## src/hdl/quoted_argument_tokenizer_macros.svh

```systemverilog
// Assertion macros shared by the tokenizer RTL.
`ifndef QUOTED_ARGUMENT_TOKENIZER_MACROS_SVH
`define QUOTED_ARGUMENT_TOKENIZER_MACROS_SVH

// Same-cycle implication, checked on every rising edge outside reset.
`define QAT_ASSERT_NOW(label, clk, rst_n, ante, cons) \
	label: assert property (@(posedge clk) disable iff (!(rst_n)) (ante) |-> (cons)) \
		else $error("tokenizer check failed: same-cycle implication");

// Next-cycle implication, checked on every rising edge outside reset.
`define QAT_ASSERT_NEXT(label, clk, rst_n, ante, cons) \
	label: assert property (@(posedge clk) disable iff (!(rst_n)) (ante) |=> (cons)) \
		else $error("tokenizer check failed: next-cycle implication");

`endif

```

## src/hdl/qat_pkg.sv

```systemverilog
`timescale 1ns / 1ps
`default_nettype none

package qat_pkg;

	// Width of the result's token count field and the default counter width.
	localparam int TOKEN_COUNT_W  = 16;
	localparam int COUNT_BITS_DEF = 16;

	// Characters with a special meaning.
	localparam logic [7:0] CH_BACKSLASH = 8'h5C;
	localparam logic [7:0] CH_SQUOTE    = 8'h27;
	localparam logic [7:0] CH_DQUOTE    = 8'h22;
	localparam logic [7:0] CH_SPACE     = 8'h20;
	localparam logic [7:0] CH_TAB       = 8'h09;
	localparam logic [7:0] CH_CR        = 8'h0D;

	// Scanner mode; the fourth code is never entered and behaves as idle.
	typedef enum logic [1:0] {
		MODE_IDLE   = 2'd0,
		MODE_PLAIN  = 2'd1,
		MODE_QUOTED = 2'd2
	} qat_mode_t;

	// Scanner control state, apart from the token counter.
	typedef struct packed {
		qat_mode_t mode;
		logic      quote_single;
		logic      escape;
	} qat_ctl_t;

	// One result transaction.
	typedef struct packed {
		logic [7:0]               out_byte;
		logic                     byte_valid;
		logic                     token_start;
		logic                     token_end;
		logic                     string_end;
		logic [TOKEN_COUNT_W-1:0] token_count;
	} qat_result_t;

	// Space, tab, LF, VT, FF and CR separate tokens.
	function automatic logic is_ws(input logic [7:0] b);
		return (b == CH_SPACE) || ((b >= CH_TAB) && (b <= CH_CR));
	endfunction

endpackage

`default_nettype wire

```

## src/hdl/qat_step.sv

```systemverilog
`timescale 1ns / 1ps
`default_nettype none

// Per-byte scanner update: result and next state for one input byte.
module qat_step import qat_pkg::*; #(
	parameter int COUNT_BITS = COUNT_BITS_DEF
) (
	input  wire logic [7:0]            in_byte,
	input  wire logic                  is_last,
	input  wire qat_ctl_t              ctl,
	input  wire logic [COUNT_BITS-1:0] count,
	output qat_ctl_t                   ctl_next,
	output logic [COUNT_BITS-1:0]      count_next,
	output qat_result_t                result
);

	localparam int EXT_W = (COUNT_BITS > TOKEN_COUNT_W) ? COUNT_BITS : TOKEN_COUNT_W;
	localparam logic [EXT_W-1:0] SHOW_MAX = EXT_W'({TOKEN_COUNT_W{1'b1}});

	logic                  ws;
	logic                  keep;
	logic                  start;
	logic                  term;
	qat_ctl_t              c;
	logic [COUNT_BITS-1:0] cnt;
	logic [EXT_W-1:0]      cnt_ext;
	logic [7:0]            match;

	assign ws = is_ws(in_byte);

	// Mode update, in the order the scanner applies its rules.
	always_comb begin
		c     = ctl;
		cnt   = count;
		keep  = 1'b0;
		start = 1'b0;
		term  = 1'b0;

		// Between tokens, any non-whitespace byte opens a token.
		if ((c.mode != MODE_PLAIN) && (c.mode != MODE_QUOTED)) begin
			c.mode = MODE_IDLE;
			if (!ws) begin
				start    = 1'b1;
				if (cnt != {COUNT_BITS{1'b1}}) begin
					cnt = cnt + 1'b1;
				end
				c.mode   = MODE_PLAIN;
				c.escape = 1'b0;
			end
		end

		match = c.quote_single ? CH_SQUOTE : CH_DQUOTE;

		// Inside a token: escapes, quotes and separators.
		if (c.mode != MODE_IDLE) begin
			priority if (c.escape) begin
				keep     = 1'b1;
				c.escape = 1'b0;
			end else if (in_byte == CH_BACKSLASH) begin
				c.escape = 1'b1;
			end else if (c.mode == MODE_PLAIN) begin
				priority if (ws) begin
					term   = 1'b1;
					c.mode = MODE_IDLE;
				end else if ((in_byte == CH_SQUOTE) || (in_byte == CH_DQUOTE)) begin
					c.mode         = MODE_QUOTED;
					c.quote_single = (in_byte == CH_SQUOTE);
				end else begin
					keep = 1'b1;
				end
			end else begin
				if (in_byte == match) begin
					c.mode = MODE_PLAIN;
				end else begin
					keep = 1'b1;
				end
			end
		end

		cnt_ext = EXT_W'(cnt);

		result.out_byte    = keep ? in_byte : 8'h00;
		result.byte_valid  = keep;
		result.token_start = start;
		result.token_end   = term || (is_last && (c.mode != MODE_IDLE));
		result.string_end  = is_last;
		result.token_count = (cnt_ext > SHOW_MAX) ? {TOKEN_COUNT_W{1'b1}}
		                                          : cnt_ext[TOKEN_COUNT_W-1:0];

		// The end of the string returns everything to its reset value.
		if (is_last) begin
			ctl_next   = '{mode: MODE_IDLE, quote_single: 1'b0, escape: 1'b0};
			count_next = '0;
		end else begin
			ctl_next   = c;
			count_next = cnt;
		end
	end

endmodule

`default_nettype wire

```

## src/hdl/quoted_argument_tokenizer.sv

```systemverilog
`timescale 1ns / 1ps
`default_nettype none

// Channel   Handshake                  Payload
// input     in_valid / in_ready        in_byte, is_last
// output    out_valid / out_ready      out_byte, byte_valid, token_start,
//                                      token_end, string_end, token_count
//
// One byte per cycle sustained while out_ready stays high; a result reaches the output
// through the input register, then the scanner update into the result register.
// The scanner state lives next to the result register and is updated when a byte
// moves into it, so consecutive bytes see each other's effect without a bubble.
// arst_n clears both stage valids, the scanner mode and the token counter.
// A stalled output holds the result; the input register still takes one more byte.
module quoted_argument_tokenizer import qat_pkg::*; #(
	parameter int COUNT_BITS = COUNT_BITS_DEF
) (
	input  wire logic                     clk,
	input  wire logic                     arst_n,
	input  wire logic                     in_valid,
	output logic                          in_ready,
	input  wire logic [7:0]               in_byte,
	input  wire logic                     is_last,
	output logic                          out_valid,
	input  wire logic                     out_ready,
	output logic [7:0]                    out_byte,
	output logic                          byte_valid,
	output logic                          token_start,
	output logic                          token_end,
	output logic                          string_end,
	output logic [TOKEN_COUNT_W-1:0]      token_count
);

`include "quoted_argument_tokenizer_macros.svh"

	logic                  valid_s1;
	logic [7:0]            byte_s1;
	logic                  last_s1;
	logic                  advance;
	qat_ctl_t              ctl_q;
	qat_ctl_t              ctl_next;
	logic [COUNT_BITS-1:0] count_q;
	logic [COUNT_BITS-1:0] count_next;
	qat_result_t           result;
	qat_result_t           result_s2;
	logic                  valid_s2;

	// A byte moves on when the result register is empty or being drained.
	assign advance  = valid_s1 && (!valid_s2 || out_ready);
	assign in_ready = !valid_s1 || advance;

	// Input register.
	always_ff @(posedge clk or negedge arst_n) begin
		if (!arst_n) begin
			valid_s1 <= 1'b0;
		end else if (in_ready) begin
			valid_s1 <= in_valid;
		end
	end

	always_ff @(posedge clk) begin
		if (in_ready && in_valid) begin
			byte_s1 <= in_byte;
			last_s1 <= is_last;
		end
	end

	qat_step #(
		.COUNT_BITS(COUNT_BITS)
	) u_step (
		.in_byte   (byte_s1),
		.is_last   (last_s1),
		.ctl       (ctl_q),
		.count     (count_q),
		.ctl_next  (ctl_next),
		.count_next(count_next),
		.result    (result)
	);

	// Scanner state, updated once per byte that reaches the result register.
	always_ff @(posedge clk or negedge arst_n) begin
		if (!arst_n) begin
			ctl_q   <= '{mode: MODE_IDLE, quote_single: 1'b0, escape: 1'b0};
			count_q <= '0;
		end else if (advance) begin
			ctl_q   <= ctl_next;
			count_q <= count_next;
		end
	end

	// Result register.
	always_ff @(posedge clk or negedge arst_n) begin
		if (!arst_n) begin
			valid_s2 <= 1'b0;
		end else if (advance) begin
			valid_s2 <= 1'b1;
		end else if (out_ready) begin
			valid_s2 <= 1'b0;
		end
	end

	always_ff @(posedge clk) begin
		if (advance) begin
			result_s2 <= result;
		end
	end

	assign out_valid   = valid_s2;
	assign out_byte    = result_s2.out_byte;
	assign byte_valid  = result_s2.byte_valid;
	assign token_start = result_s2.token_start;
	assign token_end   = result_s2.token_end;
	assign string_end  = result_s2.string_end;
	assign token_count = result_s2.token_count;

	// A pending escape only exists inside a token.
	`QAT_ASSERT_NOW(a_escape_in_token, clk, arst_n, ctl_q.escape, ctl_q.mode != MODE_IDLE)
	// The end of a string leaves the scanner in its reset state.
	`QAT_ASSERT_NEXT(a_string_end_resets, clk, arst_n, advance && last_s1,
		(ctl_q.mode == MODE_IDLE) && (count_q == '0) && !ctl_q.escape)
	// Dropped bytes are shown as zero.
	`QAT_ASSERT_NOW(a_dropped_zero, clk, arst_n, out_valid && !byte_valid, out_byte == 8'h00)
	// A started token is always counted.
	`QAT_ASSERT_NOW(a_start_counted, clk, arst_n, out_valid && token_start, token_count != '0)

endmodule

`default_nettype wire

```

## config.mk

```make
export PLATFORM = sky130hd
export DESIGN_NAME = quoted_argument_tokenizer
export DESIGN_NICKNAME = d
export VERILOG_FILES = /design/src/hdl/qat_pkg.sv /design/src/hdl/qat_step.sv /design/src/hdl/quoted_argument_tokenizer.sv
export VERILOG_INCLUDE_DIRS = /design/src /design/src/hdl
export SDC_FILE = /design/constraint.sdc
export NUM_CORES = 1
export LEC_CHECK = 0
export BUFFER_PORTS_ARGS = -buffer_cell sky130_fd_sc_hd__clkbuf_2
export CORE_AREA = 5 5 82 99
export DETAILED_ROUTE_END_ITERATION = 6
export DIE_AREA = 0 0 87 104
export PLACE_DENSITY_LB_ADDON = 0.08
export REMOVE_ABC_BUFFERS = 1
export SLEW_MARGIN = 20
export SYNTH_ARGS = -nofsm -noshare
export SYNTH_HDL_FRONTEND = slang
export SYNTH_SLANG_ARGS = --single-unit
```

## constraint.sdc

```tcl
create_clock -name clk -period 2.83 [get_ports clk]
set_input_delay 0.1415 -clock clk [delete_from_list [all_inputs] [get_ports clk]]
set_output_delay 0.1415 -clock clk [all_outputs]
set_load 0.02 [all_outputs]
```

; ---- Yosys cells after proc, flatten, opt, wreduce, memory -nomap -nowiden
; Index checks and enable logic that the tools add are counted.
[totals]
reg_bits = 59
inputBits = 13
output_inout_bits = 30
wordCells = 85
[op_classes]
addsub = 1
n_lt_le_gt_ge = 3
eq_ne = 12
mux = 36
reduce_logical = 19
[ops]
columns = op, count
row1 = $mux W16, 4
row2 = $eq A8 B6 Y1 const B, 3
row3 = $mux W1, 22
row4 = $add A16 B1 Y16 const B, 1
row5 = $gt A16 B16 Y1 const B, 1
row6 = $ne A16 B16 Y1 const B, 1
row7 = $mux W3, 4
row8 = $reduce_bool A2 Y1, 6
row9 = $eq A8 B7 Y1 const B, 1
row10 = $eq A8 B8 Y1, 1
row11 = $ge A8 B4 Y1 const B, 1
row12 = $le A8 B4 Y1 const B, 1
row13 = $mux W2, 4
row14 = $mux W4, 2
row15 = $ne A2 B2 Y1 const B, 4
row16 = $reduce_and A7 Y1, 1
row17 = $logic_and A1 B1 Y1, 5
row18 = $logic_or A1 B1 Y1, 5
row19 = $eq A2 B1 Y1 const B, 1
row20 = $logic_not A1 Y1, 2
row21 = $ne A2 B1 Y1 const B, 1

; ---- Depth between registers and ports, before layout
; Gate-level depths: netlist of the first run.
[logic_depth]
ltp_word = 14
ltp_mapped = 8

; ---- Cells and area by module
; From an unflattened synthesis of the first run, not the netlist that was laid out.
[hier_totals]
hier_cells = 283
area_unflattened_um2 = 3304.4
[by_module_without_submodules]
columns = mod, n_inst, cells_per_inst, area_per_inst_um2
row1 = quoted_argument_tokenizer, 1, 88, 2035.7
row2 = qat_step, 1, 195, 1268.7

; ---- Worst setup path after synthesis of the first run
; Ideal clock, no wire load.
[synth_timing]
path_type = register to register
startpoint = register valid_s2 (netlist: out_valid)
endpoint = register count_q[14]
setup_ns = 0.101
arrival_ns = 2.222
required_time_ns = 2.729
path_slack_ns = 0.508
stages_incl_launch_ff = 7
path_buffers = 1
period_less_slack_ns = 2.322
cell_sequence = dfrtp_1 -> nand2b_1 -> nand2_1 -> inv_1 -> clkbuf_1 -> a31oi_1 -> a211oi_1
[synth_via]
elab_chain_len = 3
[synth_rtl]
columns = element, line_no
row1 = from (decl), quoted_argument_tokenizer.sv:46  ; logic valid_s2;
row2 = from (signal assigned), quoted_argument_tokenizer.sv:94  ; valid_s2 <= 1'b0;
row3 = from (signal assigned), quoted_argument_tokenizer.sv:96  ; valid_s2 <= 1'b1;
row4 = from (signal assigned), quoted_argument_tokenizer.sv:98  ; valid_s2 <= 1'b0;
row5 = $logic_not A1 Y1, quoted_argument_tokenizer.sv:49  ; assign advance = valid_s1 && (!valid_s2 || out_ready);
row6 = $logic_or A1 B1 Y1, quoted_argument_tokenizer.sv:49
row7 = $logic_and A1 B1 Y1, quoted_argument_tokenizer.sv:49
row8 = net advance, quoted_argument_tokenizer.sv:39  ; logic advance;
row9 = to (signal assigned), quoted_argument_tokenizer.sv:87  ; count_q <= count_next;
row10 = to (decl), quoted_argument_tokenizer.sv:42  ; logic [COUNT_BITS-1:0] count_q;
; The timed path passes the listed nets, and every way through them passes these cells.
; A chain may end at the register's enable or synchronous reset.

; ---- Worst setup path in the final report of the first run
[layout_timing]
startpoint = register byte_s1[0]
endpoint = register result_s2, in the netlist token_count[6] (data pin)
[layout_via]
elab_chain_len = 6
word_cells_on_any_way = 8
classes_between = order compare: 3 / eq/ne: 1 / mux: 2 / reduce/logical: 2
[layout_rtl]
columns = element, line_no
row1 = from (decl), quoted_argument_tokenizer.sv:37  ; logic [7:0] byte_s1;
row2 = from (signal assigned), quoted_argument_tokenizer.sv:63  ; byte_s1 <= in_byte;
row3 = $ge A8 B4 Y1 / $le A8 B4 Y1 (equally long branches), qat_pkg.sv:44  ; return (b == CH_SPACE) || ((b >= CH_TAB) && (b <= CH_CR));
row4 = $logic_and A1 B1 Y1, qat_pkg.sv:44
row5 = $logic_or A1 B1 Y1 *, qat_pkg.sv:44
row6 = $mux W16 *, qat_step.sv:42  ; if (!ws) begin
row7 = $mux W16 *, qat_step.sv:40  ; if ((c.mode != MODE_PLAIN) && (c.mode != MODE_QUOTED)) begin
row8 = net u_step.cnt[6], qat_step.sv:25  ; logic [COUNT_BITS-1:0] cnt;
row9 = $gt A16 B16 Y1, qat_step.sv:87  ; result.token_count = (cnt_ext > SHOW_MAX) ? {TOKEN_COUNT_W{1'b1}}
row10 = to (signal assigned), quoted_argument_tokenizer.sv:104  ; result_s2 <= result;
row11 = to (decl), quoted_argument_tokenizer.sv:45  ; qat_result_t result_s2;
; Mark *: on every way through the listed nets, which the timed path passes. The rest lies on a longest branch.

==> results of run 1 <==
[per-layer routing]
layer | track usage | vias up
met5 | 0 | -
met4 | 0.0601 | 0
met3 | 0.0452 | 8
met2 | 0.273 | 69
met1 | 0.193 | 1186
li1 | - | 1216
[logic make-up (layout without fill, tap and decap cells)]
logic type | after synthesis | after routing | share of synthesized area
buffers and inverters | 26 | 86 | 0.0403
adders and majority gates | 2 | 2 | 0.00814
AOI/OAI and AO/OA | 68 | 68 | 0.155
and+or+nand+nor | 125 | 125 | 0.224
DFF | 59 | 59 | 0.541
xor gates and xnor gates | 11 | 11 | 0.0314
[cell usage in the layout, fill, tap and decap left out, drive strengths merged, types with 5 or more instances in the layout]
cell type / count
nor4: 6
a21oi: 10
nand3: 16
clkbuf: 54
xor2: 5
inv: 10
buf: 7
nor3: 7
nand2: 38
dfrtp: 22
o21ai: 17
xnor2: 6
a31oi: 5
and2: 7
and3: 10
dlygate4sd3: 11
nor2: 11
edfxtp: 37
o31ai: 6
[worst max-delay path: stages, from the launching register on]
cell	delay (ns)
edfxtp_1	0.51
or4b_4	0.59
a211oi_2	0.25
or3_4	0.31
inv_2	0.24
and3_1	0.23
xor2_1	0.14
[Yosys cell counts, types with 7 or more instances]
cell type	instances
dfrtp_1	22
and2_1	7
nand3_1	16
o21ai_0	16
inv_1	9
nand2_1	38
and3_1	9
nor2_1	11
nor3_1	7
clkbuf_1	10
edfxtp_1	37
a21oi_1	10
[cell type report]
| type | instances | area share |
|---|---|---|
| multi-input combinational | 206 | 0.353 |
| inverter | 10 | 0.0103 |
| timing repair buffer | 60 | 0.102 |
| tap | 90 | 0.0309 |
| clock buffer | 12 | 0.0426 |
| clock inverter | 4 | 0.00446 |
| sequential | 59 | 0.456 |
[through the flow]
stage	instance area, sq um	hold slack (ns)	std cells	setup WS [ns]	power, mW
global route	3640	0.136	441	0.168	2.45
CTS	3640	0.109	441	0.308	2.34
detailed placement	3360	0.191	414	0.326	1.66
global placement	3360	0.188	414	0.347	1.65
finish	3640	0.117	441	0.302	2.32
floorplan	2990	-0.154	275	0.569	1.48
[where the power goes]
| part | internal, mW | total (mW) | switching [mW] |
|---|---|---|---|
| Sequential | 1.06 | 1.16 | 0.0984 |
| Combinational | 0.177 | 0.487 | 0.310 |
| Clock | 0.355 | 0.672 | 0.316 |
[registers in the layout (all words and copies together) (netlist names), 4 cells and up]
signal and flops:
count_q 16, token_count 16, byte_s1 8, out_byte 8, ctl_q 4
[worst max path at each step]
stage                                            to  depth (start not counted)  slack [ns]
after detailed placement   token_count[6]$_DFFE_PP_                          6        0.33
after global placement     token_count[6]$_DFFE_PP_                          6        0.35
after CTS                  token_count[6]$_DFFE_PP_                          6        0.31
after global routing      token_count[13]$_DFFE_PP_                          6        0.17
after floorplan              count_q[2]$_DFFE_PN0P_                          6        0.57
final                      token_count[6]$_DFFE_PP_                          6        0.30
==> results.sh, run 1 <==
export IMPL_hold_class="in -> reg"
export IMPL_reg2reg_from="byte_s1[0]$_DFFE_PP_"
export IMPL_detailedRoute_firstIterationViolations=120
export IMPL_cts_inserted_buffers=9
export IMPL_synth_seq_cells=59
export IMPL_buffer_ports_inserted=42
export IMPL_hpwlAfterDp_um=4850
export IMPL_fmax_mhz=396
export IMPL_overflow=0
export IMPL_core_rowCount=34
export IMPL_max_cap_viol_count=0
export IMPL_tritoncts="yes"
export IMPL_wl_met1_um=2970
export IMPL_finish_utilization=0.513
export IMPL_ctsLongestPathBuffers=2
export IMPL_cellLeakagePower_nw=1.44
export IMPL_root_buffer="clkbuf_8"
export IMPL_setup_tns_ns=0
export IMPL_design_core_area_sq_um=7100
export IMPL_timing_hold_worst_endpoint="valid_s1$_DFFE_PN0N_"
export IMPL_hold_path_depth=3
export IMPL_clkLatencyLatePin_ns=0.33
export IMPL_r2r_setup_slack_ns=0.30
export IMPL_ctsResizeCount=0
export IMPL_route_met2_wl_um=3500
export IMPL_die_area_sq_um=9050
export IMPL_synthesized_cell_area_sq_um=3070
export IMPL_drt_wirelength_per_cell_um=15.8
export IMPL_cts_setup_buffers=0
export IMPL_insertedDiodeCount=0
export IMPL_unrepaired_setup_endpoints_after_global_routing="no"
export IMPL_final_period_minus_worst_setup_slack_ns=2.53
export IMPL_grt_first_pass_wirelength_um=11700
export IMPL_h_tree_depth=3
export IMPL_synth_async_sr_flop_share=0.373
export IMPL_initial_antenna_violation_count=0
export IMPL_route_final_wire_length_um=6950
export IMPL_synthesis_yosys_warnings=0
export IMPL_endpoint_kind="flop"
export IMPL_finalNetCount=361
export IMPL_postSynth_topFlopCell="edfxtp_1"
export IMPL_antenna_left=0
export IMPL_routed_via_density=5.62
export IMPL_start_util=0.433
export IMPL_area_delta_synth_final_pct=18.6
export IMPL_synth_avg_cell_area_sq_um=10.6
export IMPL_critical_path_class="reg -> reg"
export IMPL_numClockSinks=59
export IMPL_critical_path_reg2reg_endpoint="token_count[6]$_DFFE_PP_"
export IMPL_route_top_layer_used="met4"
export IMPL_drtPass1Iterations=4
export IMPL_detail_route_drc_violations=0
export IMPL_pwr_density_cell_nw_per_um2=636
export IMPL_synth_enable_flop_cells=37
export IMPL_final_min_period_over_clock_period=0.893
export IMPL_grt_pass1_vias=2532
export IMPL_max_slew_margin_rel=0.490
export IMPL_pin_count_of_the_biggest_net_entering_global_routing=26
export IMPL_post_route_cells_drive_above_1_share=0.211
export IMPL_clkTransAtPathRegs_ns=0.06
export IMPL_timing_hold_worst_start="out_ready"
export IMPL_slew_viols_final=0
export IMPL_r2r_cells=6
export IMPL_y_dimension_of_the_die_um=104
export IMPL_setup_worst_path_start="byte_s1[0]$_DFFE_PP_"
export IMPL_timing_critical_path_arrival_ns=2.61
export IMPL_result_of_the_run="complete, no violations"
export IMPL_worst_endpoint_required_ns=2.91
export IMPL_synthDominantAreaCellType="edfxtp_1"
export IMPL_timing_critical_path_fanout_max=25
export IMPL_synthTopCellsByArea="edfxtp_1 (36%), dfrtp_1 (18%), nand2_1 (4.6%)"
export IMPL_timing_worst_slew_pin_value_ns=0.746
export IMPL_netlist_instances=291
export IMPL_synth_seq_area_share=0.541
export IMPL_met3RoutedLength_um=373
export IMPL_fillerInstances=663
export IMPL_boundaryPins=43
export IMPL_yosys_cell_types_count=56
export IMPL_timing_hold_violations_final=0
export IMPL_gp_congestion=0.862
export IMPL_timing_clock_skew_ns=0.0103
export IMPL_vias=2479
export IMPL_multiInputGateArea_sq_um=1290
export IMPL_fp_dieW_um=87
export IMPL_worst_ir_drop_vdd_uv=312
export IMPL_setup_violations=0
export IMPL_start_kind="flop"
export IMPL_grt_util_all_layers=0.162
export IMPL_area_sequential_sq_um=1660
export IMPL_cts_hold_fix_buffers=11
export IMPL_synth_top_area_share=0.362
Note: power is estimated with default switching activity, not from simulation.
==> run 2, diff against run 1 <==
--- a/config.mk
+++ b/config.mk
@@ -6,10 +6,11 @@
 export SDC_FILE = /design/constraint.sdc
 export NUM_CORES = 1
 export LEC_CHECK = 0
+export ABC_AREA = 1
 export BUFFER_PORTS_ARGS = -buffer_cell sky130_fd_sc_hd__clkbuf_2
-export CORE_AREA = 5 5 82 99
+export CORE_AREA = 5 5 81 98
 export DETAILED_ROUTE_END_ITERATION = 6
-export DIE_AREA = 0 0 87 104
+export DIE_AREA = 0 0 86 103
 export PLACE_DENSITY_LB_ADDON = 0.08
 export REMOVE_ABC_BUFFERS = 1
 export SLEW_MARGIN = 20
==> run 2 against run 1 <==
Total power is 18% higher. Critical path depth increased by 5. Clock skew is essentially flat. Utilization increased by 0.051 points. Area after synthesis shrank 3.0%. Die area is 2.1% lower. Cell count up 10%. Non-clock buffer count fell by 5. Synthesized cell count increased by 13%. Clock power increased by 11%. Critical path type unchanged. Critical endpoint is now out_byte[7]$_SDFFCE_PN0P_.
==> results.sh, run 2 <==
export IMPL_result_of_the_run="complete, no violations"
export IMPL_overflow=0
export IMPL_drtPass1Iterations=4
export IMPL_antenna_left=0
export IMPL_timing_hold_violations_final=0
export IMPL_hold_path_depth=3
export IMPL_synth_top_area_share=0.373
export IMPL_boundaryPins=43
export IMPL_max_slew_margin_rel=0.578
export IMPL_slew_viols_final=0
export IMPL_synthesis_yosys_warnings=0
export IMPL_synthesized_cell_area_sq_um=2980
export IMPL_ctsLongestPathBuffers=2
export IMPL_initial_antenna_violation_count=0
export IMPL_worst_endpoint_required_ns=2.92
export IMPL_h_tree_depth=3
export IMPL_setup_worst_path_start="ctl_q[2]$_DFFE_PN0P_"
export IMPL_layoutNonFillerInstCount=487
export IMPL_setup_tns_ns=0
export IMPL_core_rowCount=34
export IMPL_post_route_cells_drive_above_1_share=0.217
export IMPL_start_util=0.425
export IMPL_r2r_cells=11
export IMPL_final_min_period_over_clock_period=0.753
export IMPL_fillerInstances=687
export IMPL_setup_violations=0
export IMPL_grt_util_all_layers=0.157
export IMPL_area_delta_synth_final_pct=20.9
export IMPL_grt_pass1_vias=2319
export IMPL_detailedRoute_firstIterationViolations=114
export IMPL_timing_critical_path_arrival_ns=2.23
export IMPL_cts_inserted_buffers=9
export IMPL_endpoint_kind="flop"
export IMPL_clkLatencyLatePin_ns=0.34
export IMPL_detail_route_drc_violations=0
export IMPL_start_kind="flop"
export IMPL_finalNetCount=407
export IMPL_max_cap_viol_count=0
export IMPL_vias=2379
export IMPL_timing_hold_worst_endpoint="valid_s1$_DFFE_PN0N_"
export IMPL_route_final_wire_length_um=6300
export IMPL_synth_async_sr_flop_share=0.373
export IMPL_numClockSinks=59
export IMPL_cellLeakagePower_nw=1.64
export IMPL_gp_congestion=0.810
export IMPL_reg2reg_from="ctl_q[2]$_DFFE_PN0P_"
export IMPL_synth_enable_flop_cells=37
export IMPL_routed_via_density=4.89
export IMPL_clkTransAtPathRegs_ns=0.07
export IMPL_postSynth_topFlopCell="edfxtp_1"
export IMPL_synthTopCellsByArea="edfxtp_1 (37%), dfrtp_1 (18%), nand2_1 (10%)"
export IMPL_final_common_cell="nand2_1"
export IMPL_most_repeated_cell_in_the_gate_level_netlist_after_synthesis="nand2_1"
export IMPL_netlist_instances=330
export IMPL_tritoncts="yes"
export IMPL_setup_slack_ns=0.699
export IMPL_final_cell_mix="nand2_1 (83), clkbuf_2 (42), inv_1 (39)"
export IMPL_buffer_ports_inserted=42
export IMPL_synth_avg_cell_area_sq_um=9.03
export IMPL_drt_wirelength_per_cell_um=12.9
export IMPL_hold_class="in -> reg"
export IMPL_unrepaired_setup_endpoints_after_global_routing="no"
export IMPL_worst_ir_drop_vdd_uv=387
export IMPL_yosys_cell_types_count=33
export IMPL_insertedDiodeCount=0
export IMPL_grt_first_pass_wirelength_um=10700
export IMPL_final_design_area_no_fill_sq_um=3600
export IMPL_synth_seq_area_share=0.558
export IMPL_r2r_setup_slack_ns=0.70
export IMPL_hpwlAfterDp_um=4500
export IMPL_final_period_minus_worst_setup_slack_ns=2.13
export IMPL_pin_count_of_the_biggest_net_entering_global_routing=24
export IMPL_pwr_density_cell_nw_per_um2=761
export IMPL_timing_hold_worst_start="in_valid"
export IMPL_critical_path_class="reg -> reg"
export IMPL_post_dp_cell_area_sq_um=3310
export IMPL_y_dimension_of_the_die_um=103
export IMPL_design_core_area_sq_um=7020
export IMPL_root_buffer="clkbuf_8"
export IMPL_synth_seq_cells=59
export IMPL_fp_dieW_um=86
export IMPL_timing_critical_path_fanout_max=16
export IMPL_totalPowerFinal_mw=2.74
export IMPL_die_area_sq_um=8860
export IMPL_fmax_mhz=469
export IMPL_critical_path_reg2reg_endpoint="out_byte[7]$_SDFFCE_PN0P_"
export IMPL_timing_worst_slew_pin_value_ns=0.633
export IMPL_dp_cells=461
export IMPL_detailedPlace_worstSlack_ns=0.694
export IMPL_timing_clock_skew_ns=0.0104
export IMPL_synthDominantAreaCellType="edfxtp_1"
export IMPL_top_cells_by_instance_count_after_synthesis="nand2_1 (83), inv_1 (39), edfxtp_1 (37)"
[run 2: repair_timing]
item,4_1_cts,5_1_grt
buffers inserted,0,0
hold endpoints to repair,31,0
setup endpoints to repair,0,0
hold buffers,10,0
resized for setup,0,0
[run 2: cell families after synthesis]
family	synth area share
buffers and inverters	0.0646
XOR/XNOR	0.0235
flip-flops	0.558
AO/OA/AOI/OAI	0.0689
adder cells (fa/ha/maj)	0.00839
AND/OR/NAND/NOR	0.277
[run 2: through the flow]
stage                     utilization  hold WS [ns]
after global placement          0.472         0.190
after detailed placement        0.472         0.195
after floorplan                     -        -0.154
after CTS                       0.513        0.0189
after global routing            0.513        0.0402
final                           0.513        0.0236
[run 2: power breakdown]
group,internal [mW],leakage (nW),switching [mW]
clock network,0.401,0.0849,0.347
logic,0.248,0.901,0.527
registers,1.12,0.657,0.0976
[run 2: how the worst max path moves through the flow]
stage / endpoint / depth (start not counted)
3_5_place_dp: out_byte[3]$_SDFFCE_PN0P_ / 11
4_1_cts: out_byte[7]$_SDFFCE_PN0P_ / 11
6_report: out_byte[7]$_SDFFCE_PN0P_ / 11
3_3_place_gp: token_end$_DFFE_PP_ / 11
2_1_floorplan: ctl_q[1]$_DFFE_PN0P_ / 6
5_1_grt: out_byte[2]$_SDFFCE_PN0P_ / 11
[run 2: cell type report]
class,instances,area (sq um),area share
Sequential cell,59,1660,0.461
Multi-Input combinational cell,221,1130,0.312
Clock buffer,9,124,0.0344
Clock inverter,7,68.8,0.0191
Tap cell,90,113,0.0312
Timing Repair Buffer,55,333,0.0924
Inverter,46,178,0.0493
[run 2: metal layers]
layer | wire length, um | global-route usage | vias to the layer above
li1 | - | - | 1211
met1 | 2580 | 0.171 | 1109
met2 | 3330 | 0.283 | 45
met3 | 235 | 0.0360 | 14
met4 | 163 | 0.0840 | 0
met5 | 0 | 0 | -
[run 2: critical path, cell delays in order, from the launching register on]
cell     delay, ns
dfrtp_1       0.35
inv_1         0.06
ha_1          0.61
inv_1         0.17
nand2_1       0.14
nand2_4       0.07
nand2_2       0.08
nand2_1       0.05
o21ai_1       0.07
nand2_1       0.07
nand3_2       0.16
nor2_1        0.07
